===== src/rtl/core/cbp_pkg.sv =====
// Shared constants, types and helper functions for the color bar pattern sample block.
package cbp_pkg;

	// Frame dimension width, limits and reset values.
	localparam int DIM_W = 13;
	localparam logic [DIM_W-1:0] DIM_MIN = 13'd2;
	localparam logic [DIM_W-1:0] MAX_DIMENSION = 13'd4096;
	localparam logic [DIM_W-1:0] WIDTH_RESET = 13'd640;
	localparam logic [DIM_W-1:0] HEIGHT_RESET = 13'd480;

	// Configuration register indexes.
	localparam int CFG_INDEX_W = 4;
	localparam logic [CFG_INDEX_W-1:0] REG_FRAME_WIDTH = 4'd0;
	localparam logic [CFG_INDEX_W-1:0] REG_FRAME_HEIGHT = 4'd1;

	// Plane codes.
	localparam int KIND_W = 2;
	localparam logic [KIND_W-1:0] KIND_LUMA = 2'd0;
	localparam logic [KIND_W-1:0] KIND_CHROMA_U = 2'd1;
	localparam logic [KIND_W-1:0] KIND_CHROMA_V = 2'd2;

	// Request field widths.
	localparam int COORD_W = 12;
	localparam int PHASE_W = 24;
	localparam int SAMPLE_W = 8;

	// Long division pipeline: dividends are consumed MSB first, a few steps per stage.
	localparam int REM_W = 12;
	localparam int DIVD_W = 32;
	localparam int STEPS_PER_STAGE = 4;
	localparam int DIV_STAGES = DIVD_W / STEPS_PER_STAGE;
	localparam int PIPE_STAGES = DIV_STAGES + 2;
	localparam int BAR_W = 3;
	localparam int RAMP_W = 8;
	localparam int POS_W = 26;
	localparam int PROD_W = 17;

	// Luma ramp and clamp constants.
	localparam logic [4:0] RAMP_SPAN = 5'd24;
	localparam logic [8:0] RAMP_OFFSET = 9'd12;
	localparam logic [8:0] LUMA_MIN = 9'd16;
	localparam logic [8:0] LUMA_MAX = 9'd235;
	localparam logic [8:0] LUMA_LOW_SUM = LUMA_MIN + RAMP_OFFSET;
	localparam logic [8:0] LUMA_HIGH_SUM = LUMA_MAX + RAMP_OFFSET;

	// One division lane: remaining dividend bits and the running remainder.
	typedef struct packed {
		logic [DIVD_W-1:0] dividend;
		logic [REM_W-1:0]  rem;
	} div_lane_t;

	// Result of one restoring division step.
	typedef struct packed {
		div_lane_t lane;
		logic      take;
	} div_step_t;

	// Payload that travels down the pipeline.
	typedef struct packed {
		logic [KIND_W-1:0] kind;
		div_lane_t         bar_lane;
		logic [BAR_W-1:0]  bar;
		div_lane_t         ramp_lane;
		logic [RAMP_W-1:0] ramp;
	} pix_stage_t;

	// One restoring division step: shift in the next dividend bit and subtract if it fits.
	function automatic div_step_t div_step(div_lane_t lane, logic [DIM_W-1:0] divisor);
		logic [DIM_W-1:0] partial;
		div_step_t res;
		partial = {lane.rem, lane.dividend[DIVD_W-1]};
		res.take = (partial >= divisor);
		res.lane.dividend = {lane.dividend[DIVD_W-2:0], 1'b0};
		res.lane.rem = res.take ? REM_W'(partial - divisor) : partial[REM_W-1:0];
		return res;
	endfunction

	// Bar table, luma column.
	function automatic logic [SAMPLE_W-1:0] bar_y(logic [BAR_W-1:0] idx);
		logic [SAMPLE_W-1:0] val;
		unique case (idx)
			3'd0: val = 8'd235;
			3'd1: val = 8'd210;
			3'd2: val = 8'd170;
			3'd3: val = 8'd145;
			3'd4: val = 8'd106;
			3'd5: val = 8'd81;
			3'd6: val = 8'd41;
			3'd7: val = 8'd16;
		endcase
		return val;
	endfunction

	// Bar table, U column.
	function automatic logic [SAMPLE_W-1:0] bar_u(logic [BAR_W-1:0] idx);
		logic [SAMPLE_W-1:0] val;
		unique case (idx)
			3'd0: val = 8'd128;
			3'd1: val = 8'd16;
			3'd2: val = 8'd166;
			3'd3: val = 8'd54;
			3'd4: val = 8'd202;
			3'd5: val = 8'd90;
			3'd6: val = 8'd240;
			3'd7: val = 8'd128;
		endcase
		return val;
	endfunction

	// Bar table, V column.
	function automatic logic [SAMPLE_W-1:0] bar_v(logic [BAR_W-1:0] idx);
		logic [SAMPLE_W-1:0] val;
		unique case (idx)
			3'd0: val = 8'd128;
			3'd1: val = 8'd146;
			3'd2: val = 8'd16;
			3'd3: val = 8'd34;
			3'd4: val = 8'd222;
			3'd5: val = 8'd240;
			3'd6: val = 8'd110;
			3'd7: val = 8'd128;
		endcase
		return val;
	endfunction

	// Limit a written dimension to the supported range.
	function automatic logic [DIM_W-1:0] eff_dim(logic [DIM_W-1:0] v);
		logic [DIM_W-1:0] res;
		priority if (v < DIM_MIN) begin
			res = DIM_MIN;
		end else if (v > MAX_DIMENSION) begin
			res = MAX_DIMENSION;
		end else begin
			res = v;
		end
		return res;
	endfunction

endpackage


===== src/rtl/core/cbp_ifs.sv =====
// Channel interfaces: sample request, sample result and register write.

interface cbp_query_if;
	import cbp_pkg::*;
	logic                valid;
	logic                ready;
	logic [KIND_W-1:0]   kind;
	logic [COORD_W-1:0]  row_index;
	logic [COORD_W-1:0]  column_index;
	logic [PHASE_W-1:0]  frame_phase;
	modport source(output valid, kind, row_index, column_index, frame_phase, input ready);
	modport sink(input valid, kind, row_index, column_index, frame_phase, output ready);
endinterface

interface cbp_sample_if;
	import cbp_pkg::*;
	logic                valid;
	logic                ready;
	logic [SAMPLE_W-1:0] sample_value;
	modport source(output valid, sample_value, input ready);
	modport sink(input valid, sample_value, output ready);
endinterface

interface cbp_cfg_if;
	import cbp_pkg::*;
	logic                   valid;
	logic                   ready;
	logic [CFG_INDEX_W-1:0] index;
	logic [DIM_W-1:0]       wdata;
	modport source(output valid, index, wdata, input ready);
	modport sink(input valid, index, wdata, output ready);
endinterface


===== src/rtl/core/cbp_prep.sv =====
// First pipeline stage: forms the bar position and ramp dividends from a request.
module cbp_prep
	import cbp_pkg::*;
(
	input  logic               clk,
	input  logic               arst_n,
	input  logic               load,
	input  logic               valid_in,
	input  logic [KIND_W-1:0]  kind,
	input  logic [COORD_W-1:0] row_index,
	input  logic [COORD_W-1:0] column_index,
	input  logic [PHASE_W-1:0] frame_phase,
	output logic               valid_s1,
	output pix_stage_t         stage_s1
);

	logic [DIM_W-1:0]  x_pos;
	logic [POS_W-1:0]  bar_pos;
	logic [PROD_W-1:0] ramp_prod;
	pix_stage_t        stage_next;

	// Chroma columns are at half resolution, so they count double.
	assign x_pos = (kind == KIND_LUMA) ? {1'b0, column_index} : {column_index, 1'b0};

	// The scroll is twice the phase.
	assign bar_pos = POS_W'(x_pos) + POS_W'({frame_phase, 1'b0});

	// Ramp numerator: row times the ramp span.
	assign ramp_prod = PROD_W'(row_index) * PROD_W'(RAMP_SPAN);

	// The bar dividend carries three extra zero bits so the last quotient bits give the bar.
	always_comb begin
		stage_next.kind = kind;
		stage_next.bar_lane.dividend = DIVD_W'({bar_pos, {BAR_W{1'b0}}});
		stage_next.bar_lane.rem = '0;
		stage_next.bar = '0;
		stage_next.ramp_lane.dividend = DIVD_W'(ramp_prod);
		stage_next.ramp_lane.rem = '0;
		stage_next.ramp = '0;
	end

	// Stage valid bit.
	always_ff @(posedge clk or negedge arst_n) begin
		if (!arst_n) begin
			valid_s1 <= 1'b0;
		end else if (load) begin
			valid_s1 <= valid_in;
		end
	end

	// Stage payload.
	always_ff @(posedge clk) begin
		if (load) begin
			stage_s1 <= stage_next;
		end
	end

endmodule


===== src/rtl/core/cbp_div_stage.sv =====
// One division pipeline stage: a few restoring steps on the bar and ramp lanes.
module cbp_div_stage
	import cbp_pkg::*;
(
	input  logic             clk,
	input  logic             arst_n,
	input  logic             load,
	input  logic             valid_in,
	input  pix_stage_t       stage_in,
	input  logic [DIM_W-1:0] frame_width,
	input  logic [DIM_W-1:0] frame_height,
	output logic             valid_sk,
	output pix_stage_t       stage_sk
);

	pix_stage_t work;
	div_step_t  bar_step;
	div_step_t  ramp_step;

	// The bar lane keeps only its last quotient bits; the ramp quotient saturates at all ones.
	always_comb begin
		work = stage_in;
		bar_step = '0;
		ramp_step = '0;
		for (int i = 0; i < STEPS_PER_STAGE; i++) begin
			bar_step = div_step(work.bar_lane, frame_width);
			work.bar_lane = bar_step.lane;
			work.bar = {work.bar[BAR_W-2:0], bar_step.take};
			ramp_step = div_step(work.ramp_lane, frame_height);
			work.ramp_lane = ramp_step.lane;
			work.ramp = work.ramp[RAMP_W-1] ? '1 : {work.ramp[RAMP_W-2:0], ramp_step.take};
		end
	end

	// Stage valid bit.
	always_ff @(posedge clk or negedge arst_n) begin
		if (!arst_n) begin
			valid_sk <= 1'b0;
		end else if (load) begin
			valid_sk <= valid_in;
		end
	end

	// Stage payload.
	always_ff @(posedge clk) begin
		if (load) begin
			stage_sk <= work;
		end
	end

endmodule


===== src/rtl/core/cbp_shade.sv =====
// Last pipeline stage: bar table lookup, luma ramp and clamp, output register.
module cbp_shade
	import cbp_pkg::*;
(
	input  logic                clk,
	input  logic                arst_n,
	input  logic                load,
	input  logic                valid_in,
	input  pix_stage_t          stage_in,
	output logic                valid_s10,
	output logic [SAMPLE_W-1:0] sample_s10
);

	logic [8:0]          luma_sum;
	logic [SAMPLE_W-1:0] luma_val;
	logic [SAMPLE_W-1:0] sample_next;

	// Bar luma plus ramp, with the offset folded into the clamp limits.
	assign luma_sum = 9'(bar_y(stage_in.bar)) + 9'(stage_in.ramp);

	always_comb begin
		priority if (luma_sum < LUMA_LOW_SUM) begin
			luma_val = SAMPLE_W'(LUMA_MIN);
		end else if (luma_sum > LUMA_HIGH_SUM) begin
			luma_val = SAMPLE_W'(LUMA_MAX);
		end else begin
			luma_val = SAMPLE_W'(luma_sum - RAMP_OFFSET);
		end
	end

	// Plane select; the unused code gives zero.
	always_comb begin
		unique case (stage_in.kind)
			KIND_LUMA:     sample_next = luma_val;
			KIND_CHROMA_U: sample_next = bar_u(stage_in.bar);
			KIND_CHROMA_V: sample_next = bar_v(stage_in.bar);
			default:       sample_next = '0;
		endcase
	end

	// Output valid bit.
	always_ff @(posedge clk or negedge arst_n) begin
		if (!arst_n) begin
			valid_s10 <= 1'b0;
		end else if (load) begin
			valid_s10 <= valid_in;
		end
	end

	// Output sample register.
	always_ff @(posedge clk) begin
		if (load) begin
			sample_s10 <= sample_next;
		end
	end

endmodule


===== src/rtl/core/color_bar_pattern_sample.sv =====
// Color bar pattern sample top level: register file, pipeline control and stage chain.
//
// Each request names a plane, row, column and frame phase and yields one 8-bit sample of a
// scrolling eight-bar YUV 4:2:0 pattern. The block takes one request per clock unless a stalled
// result holds the pipeline, and passes each request through one setup stage, eight division
// stages of four restoring steps each (the 32-step divisions of the bar position by the frame
// width and of the luma ramp by the frame height) and one lookup and output stage. Every stage
// holds its own valid bit and a stage moves up as soon as the one after it is free, so a stalled
// result only holds back requests once the pipeline is full. Register writes are always accepted;
// width and height are clamped to 2..4096 as they are written and must only change while no
// request is in flight.
module color_bar_pattern_sample
	import cbp_pkg::*;
(
	input  logic         clk,
	input  logic         arst_n,
	cbp_query_if.sink    query,
	cbp_sample_if.source sample,
	cbp_cfg_if.sink      cfg
);

	logic [DIM_W-1:0]       frame_width_q;
	logic [DIM_W-1:0]       frame_height_q;
	logic [PIPE_STAGES-1:0] valid_p;
	logic [PIPE_STAGES-1:0] load_p;
	pix_stage_t             stage_p [DIV_STAGES+1];

	// Register writes are always accepted.
	assign cfg.ready = 1'b1;

	// Dimension registers hold the clamped value.
	always_ff @(posedge clk or negedge arst_n) begin
		if (!arst_n) begin
			frame_width_q <= WIDTH_RESET;
			frame_height_q <= HEIGHT_RESET;
		end else if (cfg.valid) begin
			unique case (cfg.index)
				REG_FRAME_WIDTH:  frame_width_q <= eff_dim(cfg.wdata);
				REG_FRAME_HEIGHT: frame_height_q <= eff_dim(cfg.wdata);
				default: ;
			endcase
		end
	end

	// A stage loads when it is empty or the stage after it is loading too.
	always_comb begin
		load_p[PIPE_STAGES-1] = !valid_p[PIPE_STAGES-1] || sample.ready;
		for (int k = PIPE_STAGES - 2; k >= 0; k--) begin
			load_p[k] = !valid_p[k] || load_p[k+1];
		end
	end

	assign query.ready = load_p[0];
	assign sample.valid = valid_p[PIPE_STAGES-1];

	// Setup stage.
	cbp_prep u_prep (
		.clk          (clk),
		.arst_n       (arst_n),
		.load         (load_p[0]),
		.valid_in     (query.valid),
		.kind         (query.kind),
		.row_index    (query.row_index),
		.column_index (query.column_index),
		.frame_phase  (query.frame_phase),
		.valid_s1     (valid_p[0]),
		.stage_s1     (stage_p[0])
	);

	// Division stages.
	for (genvar g = 0; g < DIV_STAGES; g++) begin : g_div
		cbp_div_stage u_div_stage (
			.clk          (clk),
			.arst_n       (arst_n),
			.load         (load_p[g+1]),
			.valid_in     (valid_p[g]),
			.stage_in     (stage_p[g]),
			.frame_width  (frame_width_q),
			.frame_height (frame_height_q),
			.valid_sk     (valid_p[g+1]),
			.stage_sk     (stage_p[g+1])
		);
	end

	// Lookup and output stage.
	cbp_shade u_shade (
		.clk        (clk),
		.arst_n     (arst_n),
		.load       (load_p[PIPE_STAGES-1]),
		.valid_in   (valid_p[DIV_STAGES]),
		.stage_in   (stage_p[DIV_STAGES]),
		.valid_s10  (valid_p[PIPE_STAGES-1]),
		.sample_s10 (sample.sample_value)
	);

endmodule

===== src/flat_wrapper.sv =====
// flat-port wrapper written by rule: the top's interface ports become plain ports
module color_bar_pattern_sample_flat import cbp_pkg::*;
  (clk, arst_n, query_valid, query_kind, query_row_index, query_column_index, query_frame_phase, query_ready, sample_valid, sample_sample_value, sample_ready, cfg_valid, cfg_index, cfg_wdata, cfg_ready);
  cbp_query_if query_i ();
  cbp_sample_if sample_i ();
  cbp_cfg_if cfg_i ();
  input  logic clk;
  input  logic arst_n;
  input wire logic [$bits(query_i.valid)-1:0] query_valid;
  input wire logic [$bits(query_i.kind)-1:0] query_kind;
  input wire logic [$bits(query_i.row_index)-1:0] query_row_index;
  input wire logic [$bits(query_i.column_index)-1:0] query_column_index;
  input wire logic [$bits(query_i.frame_phase)-1:0] query_frame_phase;
  output wire logic [$bits(query_i.ready)-1:0] query_ready;
  output wire logic [$bits(sample_i.valid)-1:0] sample_valid;
  output wire logic [$bits(sample_i.sample_value)-1:0] sample_sample_value;
  input wire logic [$bits(sample_i.ready)-1:0] sample_ready;
  input wire logic [$bits(cfg_i.valid)-1:0] cfg_valid;
  input wire logic [$bits(cfg_i.index)-1:0] cfg_index;
  input wire logic [$bits(cfg_i.wdata)-1:0] cfg_wdata;
  output wire logic [$bits(cfg_i.ready)-1:0] cfg_ready;
  assign query_i.valid = query_valid;
  assign query_i.kind = query_kind;
  assign query_i.row_index = query_row_index;
  assign query_i.column_index = query_column_index;
  assign query_i.frame_phase = query_frame_phase;
  assign query_ready = query_i.ready;
  assign sample_valid = sample_i.valid;
  assign sample_sample_value = sample_i.sample_value;
  assign sample_i.ready = sample_ready;
  assign cfg_i.valid = cfg_valid;
  assign cfg_i.index = cfg_index;
  assign cfg_i.wdata = cfg_wdata;
  assign cfg_ready = cfg_i.ready;
  color_bar_pattern_sample u_core (.clk(clk), .arst_n(arst_n), .query(query_i), .sample(sample_i), .cfg(cfg_i));
endmodule

===== config.mk =====
export PLATFORM = sky130hd
export DESIGN_NAME = color_bar_pattern_sample_flat
export DESIGN_NICKNAME = d
export VERILOG_FILES = /design/src/rtl/core/cbp_pkg.sv /design/src/rtl/core/cbp_ifs.sv /design/src/rtl/core/cbp_prep.sv /design/src/rtl/core/cbp_div_stage.sv /design/src/rtl/core/cbp_shade.sv /design/src/rtl/core/color_bar_pattern_sample.sv /design/src/flat_wrapper.sv
export SDC_FILE = /design/constraint.sdc
export NUM_CORES = 2
export LEC_CHECK = 0
export BUFFER_PORTS_ARGS = -buffer_cell sky130_fd_sc_hd__buf_4
export CAP_MARGIN = 0
export CELL_PAD_IN_SITES_DETAIL_PLACEMENT = 0
export CELL_PAD_IN_SITES_GLOBAL_PLACEMENT = 1
export CORE_ASPECT_RATIO = 0.75
export CORE_MARGIN = 2
export CORE_UTILIZATION = 52
export DETAILED_ROUTE_END_ITERATION = 12
export GPL_TIMING_DRIVEN = 0
export PLACE_DENSITY = 0.89
export SYNTH_ARGS = -nofsm -noshare
export SYNTH_HDL_FRONTEND = slang
export SYNTH_SLANG_ARGS = --single-unit

===== constraint.sdc =====
create_clock -name clk -period 12.3 [get_ports clk]
set_input_delay 1.23 -clock clk [delete_from_list [all_inputs] [get_ports clk]]
set_output_delay 1.23 -clock clk [all_outputs]
set_load 0.02 [all_outputs]

==> impl_metrics.py <==
metrics = {
    "finish": {
        "antenna_cells": 0,
        "fin_cells": 7845,
        "multi_input_area_um2": 41100,
        "fin_nets": 7307,
        "utilization": 0.572,
        "drive_gt1_frac": 0.127,
        "num-fill-cells": 9531,
        "synthToLayoutAreaGrowth_pct": 9.04,
        "seqCellArea_um2": 15000,
    },
    "logic_synthesis": {
        "ys_top_cells_by_count": "ha_1 (833), nor2_1 (487), a21oi_1 (483)",
        "ys_ff_latch": 512,
        "synth_warnings": 0,
        "synthesis.instances": 6181,
        "yosysTopAreaCell": "edfxtp_1",
        "syn_area_um2": 57400,
        "synth_area_leaders": "edfxtp_1 (24%), ha_1 (18%), mux2_2 (8.6%), xnor2_1 (5.8%), a21oi_1 (4.2%)",
        "synth_most_common_cell": "ha_1",
        "async_reset_ff_frac": 0.0703,
        "synth_fp_nets": 7134,
        "ys_types": 97,
        "synth.avg_cell_area_um2": 9.29,
        "yosysSeqAreaShare": 0.262,
        "synth-edff-count": 458,
        "synth_top_area_share": 0.240,
        "synth_top_flop_cell": "edfxtp_1",
    },
    "detailed_routing": {
        "wl_um": 152000,
        "met3WireLength_um": 11300,
        "drc_errors": 0,
        "drt_iter0_drc": 4052,
        "drt-met1-wl_um": 77300,
        "wl_per_cell_um": 19.4,
        "met2WireLength_um": 61200,
        "dr.pass1.iters": 6,
        "via_per_inst": 6.09,
        "top_layer_used": "met4",
        "antenna_left": 0,
        "vias": 47763,
    },
    "timing": {
        "finalMaxSlewViolations": 0,
        "tightest_slew_ns": 1.31,
        "layout_min_cycle_time_ns": 11.66,
        "fmax_mhz": 85.8,
        "setup_violations": 0,
        "fin_crit_sh": 0.948,
        "hold_viol_final": 0,
        "grt_setup_unrepaired": "false",
        "fin_skew_ns": 0.0430,
        "slew-limit-headroom": 0.119,
    },
    "global_route": {
        "grt_pass1_wl_um": 243000,
        "grt_max_degree": 55,
        "grt_antenna_before_repair": 3,
        "grt_pass1_vias": 44922,
        "overflow": 0,
        "grtUsageTotal": 0.263,
    },
    "setup_path": {
        "cp_max_fo": 20,
        "startpoint_type": "register",
        "slowest_stage": "dfrtp_4",
        "r2r_setup_slack_ns": 0.64,
        "rr_worst_depth": 36,
        "worstSetupPathType": "register to register",
        "critPathMaxStageDelay_ns": 0.71,
        "worstPathArrival_ns": 12.06,
        "r2r-start": "u_core.frame_height_q[0]",
        "r2r-end": "u_core.g_div[3].u_div_stage.stage_sk[18]",
        "required_ns": 12.70,
        "setup.worst_path.end_class": "register",
    },
    "cts": {
        "clockRootBuffer": "clkbuf_16",
        "clock_path_buffers": 3,
        "numClockSinks": 512,
        "tritoncts": "built",
        "htree_levels": 2,
        "cts.clk_slew.worst_paths_ns": 0.07,
        "numCtsBuffers": 57,
        "insertion_delay_ns": 0.68,
    },
    "min_path": {
        "whs_path_depth": 0,
        "worst_hold_startpoint": "u_core.g_div[4].u_div_stage.stage_sk[99]",
        "hold_path.class": "register to register",
        "holdPathEnd": "u_core.g_div[5].u_div_stage.stage_sk[99]",
    },
    "floorplanning": {
        "die_h_um": 292,
        "core_um2": 109000,
        "die_area_um2": 113000,
        "initial_core_util": 0.525,
        "io_pins": 83,
        "rows": 105,
        "fp.dieW_um": 388,
    },
    "run": {
        "cap_viol_max_count": 0,
    },
    "placement": {
        "globalplace.congestion": 0.909,
        "dp_cells": 7742,
        "dpl.hpwl_um": 116000,
        "portBuffers": 81,
    },
    "status": {
        "outcome": "finished, final reports clean",
    },
}
## worst max path at each step
stage / from / endpoint / slack [ns] / cells after the start
6_report: u_core.frame_height_q[0] / u_core.g_div[3].u_div_stage.stage_sk[18] / 0.64 / 36
3_3_place_gp: u_core.frame_width_q[1] / u_core.g_div[2].u_div_stage.stage_sk[58] / -2.74 / 40
2_1_floorplan: u_core.frame_width_q[1] / u_core.g_div[2].u_div_stage.stage_sk[57] / 1.50 / 42
5_1_grt: u_core.frame_width_q[1] / u_core.g_div[5].u_div_stage.stage_sk[65] / 0.005 / 37
4_1_cts: u_core.frame_width_q[1] / u_core.g_div[2].u_div_stage.stage_sk[58] / 0.07 / 41
3_5_place_dp: u_core.frame_height_q[0] / u_core.g_div[0].u_div_stage.stage_sk[16] / -0.1 / 39
## per-layer routing
| layer | vias up | track usage |
|---|---|---|
| met2 | 1451 | 0.377 |
| met1 | 22638 | 0.417 |
| li1 | 23516 | - |
| met5 | - | 0 |
| met4 | 0 | 0.0480 |
| met3 | 158 | 0.0342 |
## flip-flops by register name (all words and copies together) (netlist names), named ones only
name                               flops
u_core.g_div.u_div_stage.stage_sk    408
u_core.u_prep.stage_s1                42
u_core.frame_height_q                 13
u_core.frame_width_q                  13
u_core.g_div.u_div_stage.valid_sk      8
u_core.u_shade.sample_s10              8
u_core.u_prep.valid_s1                 1
u_core.u_shade.valid_s10               1
## final cells by class
type,instances,share of cell area
clock buffer,69,0.0247
buffer,87,0.00639
timing repair buffer,117,0.0213
tap,1444,0.0289
clock inverter,37,0.00622
inverter,266,0.0163
multi-input combinational,5313,0.656
sequential,512,0.240
## what timing repair did
item	4_1_cts	5_1_grt
setup endpoints to repair	26	80
hold buffers	0	0
resized for setup	3	16
buffers inserted	0	0
## cells by family (layout without fill, tap and decap cells)
group                      Yosys count  in the layout  synth area share
xor gates and xnor gates           573            573            0.0874
other                                1              1         0.0000653
buffers and inverters              356            576            0.0245
adders and majority gates          881            881             0.198
AOI/OAI and AO/OA                 1681           1681             0.188
and+or+nand+nor                   1672           1672             0.142
muxes                              505            505            0.0980
DFF                                512            512             0.262
## cells in the final DEF (no fill, tap or decap), types with 26 or more instances in the layout
| cell type | Yosys | layout |
|---|---|---|
| nor2_1 | 487 | 487 |
| nand2_1 | 355 | 352 |
| buf_2 | 33 | 33 |
| o21bai_1 | 69 | 68 |
| buf_4 | 2 | 84 |
| a211oi_1 | 41 | 41 |
| dfrtp_1 | 30 | 26 |
| xor2_1 | 194 | 194 |
| buf_12 | 0 | 26 |
| mux2i_1 | 62 | 62 |
| edfxtp_1 | 458 | 458 |
| xnor2_1 | 379 | 379 |
| nand4_1 | 99 | 99 |
| a21oi_1 | 483 | 482 |
| nor2b_1 | 139 | 139 |
| nand2b_1 | 114 | 114 |
| inv_1 | 262 | 236 |
| nand3_1 | 108 | 106 |
| or2_2 | 36 | 36 |
| o21a_1 | 143 | 143 |
| and2_1 | 43 | 43 |
| and3_1 | 33 | 33 |
| a31oi_1 | 52 | 51 |
| o21ai_0 | 352 | 352 |
| ha_1 | 833 | 833 |
| clkbuf_1 | 45 | 48 |
| o31ai_1 | 45 | 45 |
| a21o_1 | 213 | 213 |
| mux2_2 | 436 | 436 |
| clkbuf_16 | 0 | 59 |
| o31a_1 | 44 | 44 |
| or3_1 | 39 | 39 |
| fa_1 | 48 | 48 |
| nor3_1 | 149 | 149 |
## through the flow
stage / TNS [ns] / instance area (um2) / worst slack, ns / hold slack (ns)
floorplan: 0 / 57400 / 1.50 / 0.400
global placement: -184.27 / 59800 / -2.74 / 0.401
detailed placement: -1.19 / 60600 / -0.0987 / 0.405
CTS: 0 / 62500 / 0.0727 / 0.400
global route: 0 / 62600 / 0.00511 / 0.403
finish: 0 / 62600 / 0.643 / 0.397
## worst max-delay path: cells and delay by family, from the launching register on
family,cells,cell delay [ns]
AOI/OAI and AO/OA,13,3.35
adders and majority gates,4,1.48
buffers and inverters,8,3.22
DFF,1,0.71
muxes,4,1.63
and+or+nand+nor,7,0.96
Power is left out: the tool's default activity adds up to more than one toggle a clock period on the data nets, which glitch-free logic cannot reach.
